--- src/sv/skdr_pkg.sv ---
package skdr_pkg;

  localparam int KEY_W     = 4;
  localparam int CNT_W     = 8;
  localparam int STATUS_W  = 32;
  localparam int CODE_W    = 2;
  localparam int CODE_KEYS = STATUS_W / CODE_W;
  localparam int CFG_IDX_W = 2;
  localparam int CFG_W     = 8;

  localparam logic [CFG_IDX_W-1:0] REG_PRESS_THRESHOLD = 2'd0;
  localparam logic [CFG_IDX_W-1:0] REG_REPEAT_PERIOD   = 2'd1;

  localparam logic [CNT_W-1:0] THRESHOLD_RESET = 8'd4;
  localparam logic [CNT_W-1:0] PERIOD_RESET    = 8'd0;

  typedef enum logic [CODE_W-1:0] {
    CODE_IDLE = 2'd0,
    CODE_DOWN = 2'd1,
    CODE_UP   = 2'd2,
    CODE_AUTO = 2'd3
  } key_code_t;

  // per-key counters kept in the state ram
  typedef struct packed {
    logic [CNT_W-1:0] stable_cnt;
    logic [CNT_W-1:0] repeat_cnt;
  } key_cnt_t;

  localparam int KEY_CNT_W = $bits(key_cnt_t);

endpackage

--- src/sv/scanned_key_debounce_repeat_top.sv ---
// keypad debouncer with auto-repeat, one scan tick per input beat
//
// input channel (in_valid/in_ready): key_number plus that key's raw level
// key_down. a key number at or above NUM_KEYS is taken and dropped.
// output channel (out_valid/out_ready): status_word, two bits per key
// (inactive, pressed, released, repeat), sent only on the tick for the
// last key when something changed since the last word went out.
// config port: cfg_we/cfg_index/cfg_data, index 0 press threshold,
// index 1 repeat period, other indexes ignored; write only while idle.
//
// one beat per cycle sustained. a tick is looked up in the counter ram in
// the accept cycle and its update is written back from the evaluate stage,
// which also registers the status word that the tick causes.
// a back-to-back tick for the same key takes the just-written counters
// from a bypass register.
// while out_valid waits on out_ready ticks keep flowing; only a tick that
// must send a second word stalls, and then in_ready drops until the held
// word is taken.
// reset clears the debounce state, flags and registers at once: each ram
// entry has a valid bit, so no clearing pass is needed.
module scanned_key_debounce_repeat_top #(
  parameter int NUM_KEYS = 16
) (
  input  logic                                clk,
  input  logic                                rst,
  input  logic                                in_valid,
  output logic                                in_ready,
  input  logic [skdr_pkg::KEY_W-1:0]          key_number,
  input  logic                                key_down,
  output logic                                out_valid,
  input  logic                                out_ready,
  output logic [skdr_pkg::STATUS_W-1:0]       status_word,
  input  logic                                cfg_we,
  input  logic [skdr_pkg::CFG_IDX_W-1:0]      cfg_index,
  input  logic [skdr_pkg::CFG_W-1:0]          cfg_data
);

  import skdr_pkg::*;

  localparam int IDX_W = NUM_KEYS > 1 ? $clog2(NUM_KEYS) : 1;
  // keys past what the status word can carry are dropped from it
  localparam int SHOWN = NUM_KEYS < CODE_KEYS ? NUM_KEYS : CODE_KEYS;
  localparam logic [IDX_W-1:0] LAST_KEY = IDX_W'(NUM_KEYS - 1);

  // configuration
  logic [CNT_W-1:0] press_threshold;
  logic [CNT_W-1:0] repeat_period;

  always_ff @(posedge clk) begin
    if (rst) begin
      press_threshold <= THRESHOLD_RESET;
      repeat_period   <= PERIOD_RESET;
    end else if (cfg_we) begin
      unique case (cfg_index)
        REG_PRESS_THRESHOLD: press_threshold <= cfg_data;
        REG_REPEAT_PERIOD:   repeat_period   <= cfg_data;
        default: ;
      endcase
    end
  end

  // input side
  logic             in_acc;
  logic             in_range;
  logic [IDX_W-1:0] in_idx;

  assign in_acc   = in_valid && in_ready;
  assign in_range = 32'(key_number) < NUM_KEYS;
  assign in_idx   = IDX_W'(key_number);

  // evaluate stage
  logic             s1_valid;
  logic             s1_fire;
  logic [IDX_W-1:0] s1_key;
  logic             s1_down;
  logic             s1_byp;
  key_cnt_t         s1_byp_data;
  logic             s1_ok;

  // state outside the ram
  logic [NUM_KEYS-1:0] ram_valid;
  logic [NUM_KEYS-1:0] debounced;
  logic [NUM_KEYS-1:0] repeating;
  logic                pending;
  logic [STATUS_W-1:0] last_status;

  // next values from the evaluate stage
  key_cnt_t            ram_rdata;
  key_cnt_t            cur;
  key_cnt_t            wr_data;
  logic [NUM_KEYS-1:0] debounced_next;
  logic [NUM_KEYS-1:0] repeating_next;
  logic                pending_next;
  logic                emit;
  logic [STATUS_W-1:0] status_next;

  // a second word may not overwrite one that is still waiting
  assign s1_fire  = s1_valid && !(emit && out_valid && !out_ready);
  assign in_ready = !s1_valid || s1_fire;

  skdr_ram #(
    .WIDTH (KEY_CNT_W),
    .DEPTH (NUM_KEYS)
  ) u_cnt_ram (
    .clk   (clk),
    .we    (s1_fire),
    .waddr (s1_key),
    .wdata (wr_data),
    .re    (in_acc && in_range),
    .raddr (in_idx),
    .rdata (ram_rdata)
  );

  always_ff @(posedge clk) begin
    if (rst) begin
      s1_valid <= 1'b0;
    end else if (in_ready) begin
      s1_valid <= in_acc && in_range;
    end
  end

  always_ff @(posedge clk) begin
    if (in_acc && in_range) begin
      s1_key      <= in_idx;
      s1_down     <= key_down;
      // the ram read here misses a write to the same entry in this cycle
      s1_byp      <= s1_fire && (s1_key == in_idx);
      s1_byp_data <= wr_data;
      s1_ok       <= ram_valid[in_idx];
    end
  end

  // read-modify-write of one key
  always_comb begin
    logic [CNT_W-1:0] cnt;
    logic [CNT_W-1:0] rcnt;
    logic             dd;
    logic             rf;
    logic             chg;
    logic [CNT_W-1:0] rdec;

    cur  = s1_byp ? s1_byp_data : (s1_ok ? ram_rdata : '0);
    cnt  = cur.stable_cnt;
    rcnt = cur.repeat_cnt;
    dd   = debounced[s1_key];
    rf   = repeating[s1_key];
    chg  = 1'b0;
    rdec = rcnt - 1'b1;

    if (s1_down) begin
      if (cnt < press_threshold) begin
        cnt = cnt + 1'b1;
      end
    end else if (cnt != '0) begin
      cnt = cnt - 1'b1;
    end

    if (s1_down != dd) begin
      if (s1_down && cnt == press_threshold) begin
        dd   = 1'b1;
        chg  = 1'b1;
        rcnt = repeat_period;
      end else if (!s1_down && cnt == '0) begin
        dd   = 1'b0;
        chg  = 1'b1;
        rcnt = '0;
        rf   = 1'b0;
      end
    end else if (rcnt != '0) begin
      if (rdec == '0) begin
        rf   = 1'b1;
        chg  = 1'b1;
        rcnt = repeat_period;
      end else begin
        rcnt = rdec;
      end
    end

    wr_data.stable_cnt     = cnt;
    wr_data.repeat_cnt     = rcnt;
    debounced_next         = debounced;
    repeating_next         = repeating;
    debounced_next[s1_key] = dd;
    repeating_next[s1_key] = rf;
    pending_next           = pending || chg;
    emit                   = pending_next && (s1_key == LAST_KEY);
  end

  // packed status word from the updated flags
  always_comb begin
    key_code_t old;
    key_code_t code;
    status_next = '0;
    for (int k = 0; k < SHOWN; k++) begin
      old = key_code_t'(last_status[CODE_W*k +: CODE_W]);
      if (repeating_next[k]) begin
        code = CODE_AUTO;
      end else if (debounced_next[k]) begin
        code = CODE_DOWN;
      end else if (old == CODE_DOWN || old == CODE_AUTO) begin
        code = CODE_UP;
      end else begin
        code = CODE_IDLE;
      end
      status_next[CODE_W*k +: CODE_W] = code;
    end
  end

  always_ff @(posedge clk) begin
    if (rst) begin
      ram_valid   <= '0;
      debounced   <= '0;
      repeating   <= '0;
      pending     <= 1'b0;
      last_status <= '0;
    end else if (s1_fire) begin
      ram_valid[s1_key] <= 1'b1;
      debounced         <= debounced_next;
      repeating         <= repeating_next;
      pending           <= pending_next && !emit;
      if (emit) begin
        last_status <= status_next;
      end
    end
  end

  // output register
  always_ff @(posedge clk) begin
    if (rst) begin
      out_valid <= 1'b0;
    end else if (s1_fire && emit) begin
      out_valid <= 1'b1;
    end else if (out_ready) begin
      out_valid <= 1'b0;
    end
  end

  always_ff @(posedge clk) begin
    if (s1_fire && emit) begin
      status_word <= status_next;
    end
  end

endmodule

--- src/sv/skdr_ram.sv ---
module skdr_ram #(
  parameter int WIDTH = 16,
  parameter int DEPTH = 16
) (
  input  logic                                    clk,
  input  logic                                    we,
  input  logic [(DEPTH > 1 ? $clog2(DEPTH) : 1)-1:0] waddr,
  input  logic [WIDTH-1:0]                        wdata,
  input  logic                                    re,
  input  logic [(DEPTH > 1 ? $clog2(DEPTH) : 1)-1:0] raddr,
  output logic [WIDTH-1:0]                        rdata
);

  logic [WIDTH-1:0] mem [DEPTH];

  always_ff @(posedge clk) begin
    if (we) begin
      mem[waddr] <= wdata;
    end
    if (re) begin
      rdata <= mem[raddr];
    end
  end

endmodule

--- config.mk ---
export PLATFORM = sky130hd
export DESIGN_NAME = scanned_key_debounce_repeat_top
export DESIGN_NICKNAME = d
export VERILOG_FILES = /design/src/sv/skdr_pkg.sv /design/src/sv/scanned_key_debounce_repeat_top.sv /design/src/sv/skdr_ram.sv
export SDC_FILE = /design/constraint.sdc
export NUM_CORES = 1
export LEC_CHECK = 0
export ABC_CLOCK_PERIOD_IN_PS = 5920
export CORE_ASPECT_RATIO = 0.9
export CORE_MARGIN = 2
export CORE_UTILIZATION = 35
export DETAILED_ROUTE_END_ITERATION = 6
export DONT_BUFFER_PORTS = 1
export GPL_TIMING_DRIVEN = 0
export PLACE_DENSITY_LB_ADDON = 0.2
export SKIP_LAST_GASP = 1
export SYNTH_ARGS = -nofsm -noshare
export SYNTH_HDL_FRONTEND = slang
export SYNTH_HIERARCHICAL = 1
export SYNTH_SLANG_ARGS = --single-unit
--- constraint.sdc ---
create_clock -name clk -period 5.92 [get_ports clk]
set_input_delay 0.296 -clock clk [delete_from_list [all_inputs] [get_ports clk]]
set_output_delay 0.296 -clock clk [all_outputs]
set_load 0.05 [all_outputs]
==> reports/metrics.cfg <==
[status]
outcome = finished, final reports clean

[synth]
muxShareOfSynthArea = 0.115
synth_sequential_area_ratio = 0.641
mappedNetlistArea_um2 = 17900
synthCells = 1313
edff_count_synth = 327
synth_fp_nets = 1346
synth_cell_types = 75
synth_top_family_by_area = multiplexers
synth_ff_type = edfxtp_1
synth-compound-area-share = 0.0898
synth_xor_area_frac = 0.0117
synthesis.area_per_instance_um2 = 13.6
yosys_warnings = 6
yosys.area_share.simple = 0.105
count_of_state_elements_after_synthesis = 410
ffs_w_async_s_r_synth = 0
synth_adder_area_share = 0.00908

[critical_path]
arrival_ns = 5.92
worstSetupStartpointType = flip-flop
timing.reg2reg.worst_path_depth = 18
worstSetupEndpointType = flip-flop
critical_path_class = reg2reg
crit_fanout = 17
critical_path_required_ns = 6.17

[grt]
number_of_antenna_violations_at_the_first_check_in_global_routing = 0
grt_pass1_vias = 11300
first_pass_grt_wire_length_um = 68900
pin_count_of_the_biggest_net_entering_global_routing = 42
overflow = 0
tot_gr_track_use = 0.170

[cts]
clock_network_latency_to_the_later_pin_of_the_worst_skew_pair_ns = 0.58
cts_buffer_count = 46
clkTransAtPathRegs_ns = 0.06
cts_buffer_depth = 3
clock-sinks = 410
cts-root-buf = clkbuf_16
htree_levels = 2
cts_tree = done

[placement]
routabilityCongestion = 0.861
placed_cell_area_um2 = 19100
dp_hpwl_um = 31800
buffer_ports.inserted = 0

[power_and_ir_drop]
internal-power_w = 0.00501
p_leak_nw = 7.14
seqPwrFrac = 0.496
power.switching_w = 0.00166
pwr-share-comb = 0.100
vdd_ir_drop_max_mv = 0.182
power_per_cell_area_nw_per_um2 = 320
clock_power_share = 0.404
switching_share = 0.249

[timing]
final_max_slew_viol_count = 0
unrepaired_setup_endpoints_after_global_routing = true
finalSetupViolCount = 0
tightestPinTransition_ns = 1.23
whs_ns = 0.0497
final.setup_skew_ns = 0.0239
min_period_over_period = 0.958
layout_min_cycle_time_ns = 5.67
max_slew_margin = 0.176
upper_clock_frequency_limit_mhz = 176
finalHoldViolations = 0

[min_path]
whs_path_depth = 3
type_of_the_worst_min_delay_path = in2reg

[die]
coreArea_um2 = 50500
fp-row-count = 78
floorplan.initialDensity = 0.355
die_y_um = 219
floorplan.die_area_um2 = 53000
ioPinCount = 54
fp.dieW_um = 242

[cells_and_area]
drive_gt1_frac = 0.184
stdcell_area_um2 = 20900
n_antenna_cell = 0
nFillCells = 4676
synthToLayoutAreaGrowth_pct = 16.5
finalNetCount = 1433

[detailed_routing]
antenna_violating_nets_post_route = 0
detailroute.via_count = 11300
drt-pass1-iter-count = 5
detail_route.wirelength_um = 45000
avgRoutedWirePerCell_um = 21.3
drt_first_iter_violations = 1014
drc = 0
vias_per_cell = 5.36

[run]
max_cap_violations = 0

==> power by group through the flow <==
| stage | clock network [W] | registers [W] | logic, W |
|---|---|---|---|
| after floorplan | 0 | 0.00336 | 0.000417 |
| after global placement | 0 | 0.00337 | 0.000604 |
| after detailed placement | 0 | 0.00337 | 0.000631 |
| after CTS | 0.00277 | 0.00331 | 0.000659 |
| after global routing | 0.00289 | 0.00331 | 0.000736 |
| final | 0.00270 | 0.00331 | 0.000670 |
==> worst max-delay path, stage by stage (launching register included) <==
cell       delay (ns)
edfxtp_1         0.41
buf_4            0.19
buf_4            0.18
buf_2            0.20
clkbuf_2         0.23
a21oi_2          0.27
inv_1            0.11
ha_1             0.30
a211oi_1         0.21
nor2_1           0.16
nor4_2           0.38
mux2i_1          0.48
xnor2_1          0.12
nor3_1           0.39
o2111ai_4        0.33
buf_2            0.30
buf_2            0.23
mux2i_1          0.15
o22ai_2          0.70
==> through the flow <==
step,power [W],setup TNS (ns),utilization,worst slack (ns),cells
finish,0.00668,0,0.414,0.252,2115
global route,0.00694,-0.662,0.414,-0.0253,2115
CTS,0.00674,0,0.412,0.000576,2112
detailed placement,0.00400,-228.33,0.379,-0.913,2014
global placement,0.00397,-515.83,0.372,-2.62,1993
floorplan,0.00377,0,-,0.123,1313
==> cell usage in the layout (no fill, tap or decap), drive strengths merged, types with 13 or more instances in the layout <==
| master | synthesis | routed |
|---|---|---|
| nor2 | 152 | 152 |
| clkbuf | 47 | 103 |
| mux4 | 78 | 78 |
| ha | 13 | 13 |
| clkinv | 0 | 25 |
| a31o | 15 | 15 |
| nor2b | 19 | 19 |
| buf | 30 | 54 |
| mux2i | 24 | 24 |
| a21oi | 77 | 77 |
| nand3 | 27 | 27 |
| o22ai | 20 | 20 |
| dfxtp | 83 | 83 |
| dlygate4sd3 | 0 | 15 |
| nand2 | 91 | 91 |
| nor3 | 44 | 44 |
| or2 | 17 | 17 |
| a31oi | 17 | 17 |
| a22oi | 41 | 41 |
| o21ai | 31 | 31 |
| xnor2 | 17 | 17 |
| inv | 39 | 39 |
| edfxtp | 327 | 327 |
==> sequential cells by signal, summed over array words and instances (netlist names) <==
name,cells
debounced,16
ram_valid,16
u_cnt_ram/mem,256
s1_key,4
s1_ok,1
repeat_period,8
s1_byp,1
pending,1
status_word,32
repeating,16
s1_down,1
out_valid,1
s1_valid,1
u_cnt_ram/rdata,16
last_status,16
s1_byp_data,16
press_threshold,8
==> area by class of cell <==
class	count	area (um^2)	share of cell area
Sequential cell	410	11500	0.550
Clock inverter	27	238	0.0114
Timing Repair Buffer	39	463	0.0222
Multi-Input combinational cell	787	6140	0.294
Tap cell	680	851	0.0408
Buffer	77	372	0.0178
Clock buffer	56	1190	0.0569
Inverter	39	146	0.00701
==> cell usage after synthesis (all sizes together) (15+ instances only) <==
library cell  instances  share of area
inv                  39         0.0082
nor3                 44          0.013
buf                  30          0.011
nand3                27         0.0085
dfxtp                83          0.093
a21oi                77          0.022
nor2b                19         0.0068
clkbuf               47         0.0098
a22oi                41          0.018
mux2i                24          0.013
or2                  17         0.0059
a31o                 15         0.0073
o22ai                20         0.0070
nor2                152          0.032
a31oi                17         0.0063
mux4                 78           0.10
nand2                91          0.020
edfxtp              327           0.55
xnor2                17         0.0083
o21ai                31         0.0089
==> worst paths after layout <==
kind,from,end,slack (ns)
setup / recovery,s1_byp$_DFFE_PP_,u_cnt_ram/mem[0][2]$_DFFE_PP_,0.25
hold / removal,rst,last_status[8]$_SDFFE_PP0P_,0.05
setup reg to reg,s1_byp$_DFFE_PP_,u_cnt_ram/mem[0][2]$_DFFE_PP_,0.25
hold reg to reg,last_status[20]$_SDFFE_PP0P_,last_status[20]$_SDFFE_PP0P_,0.47
==> kinds of logic (layout without fill, tap and decap cells) <==
family	count (synthesis)	in the layout
xor gates and xnor gates	24	24
and+or+nand+nor	400	400
DFF	410	410
AOI/OAI and AO/OA	246	246
adders and majority gates	13	13
muxes	104	104
buffers and inverters	116	238
==> routing by layer <==
metal,vias up,global-route usage,wire length (um)
li1,5199,-,-
met1,5748,0.246,21300
met2,333,0.263,20200
met3,54,0.0305,2710
met4,0,0.0436,765
met5,-,0,0
==> repair_timing <==
action / 4_1_cts / 5_1_grt
buffers inserted: 0 / 2
setup endpoints to repair: 456 / 220
hold buffers: 15 / 0
hold endpoints to repair: 24 / 0
resized for setup: 19 / 8
pin swaps: 2 / 2
(Power assumes the default switching activity.)
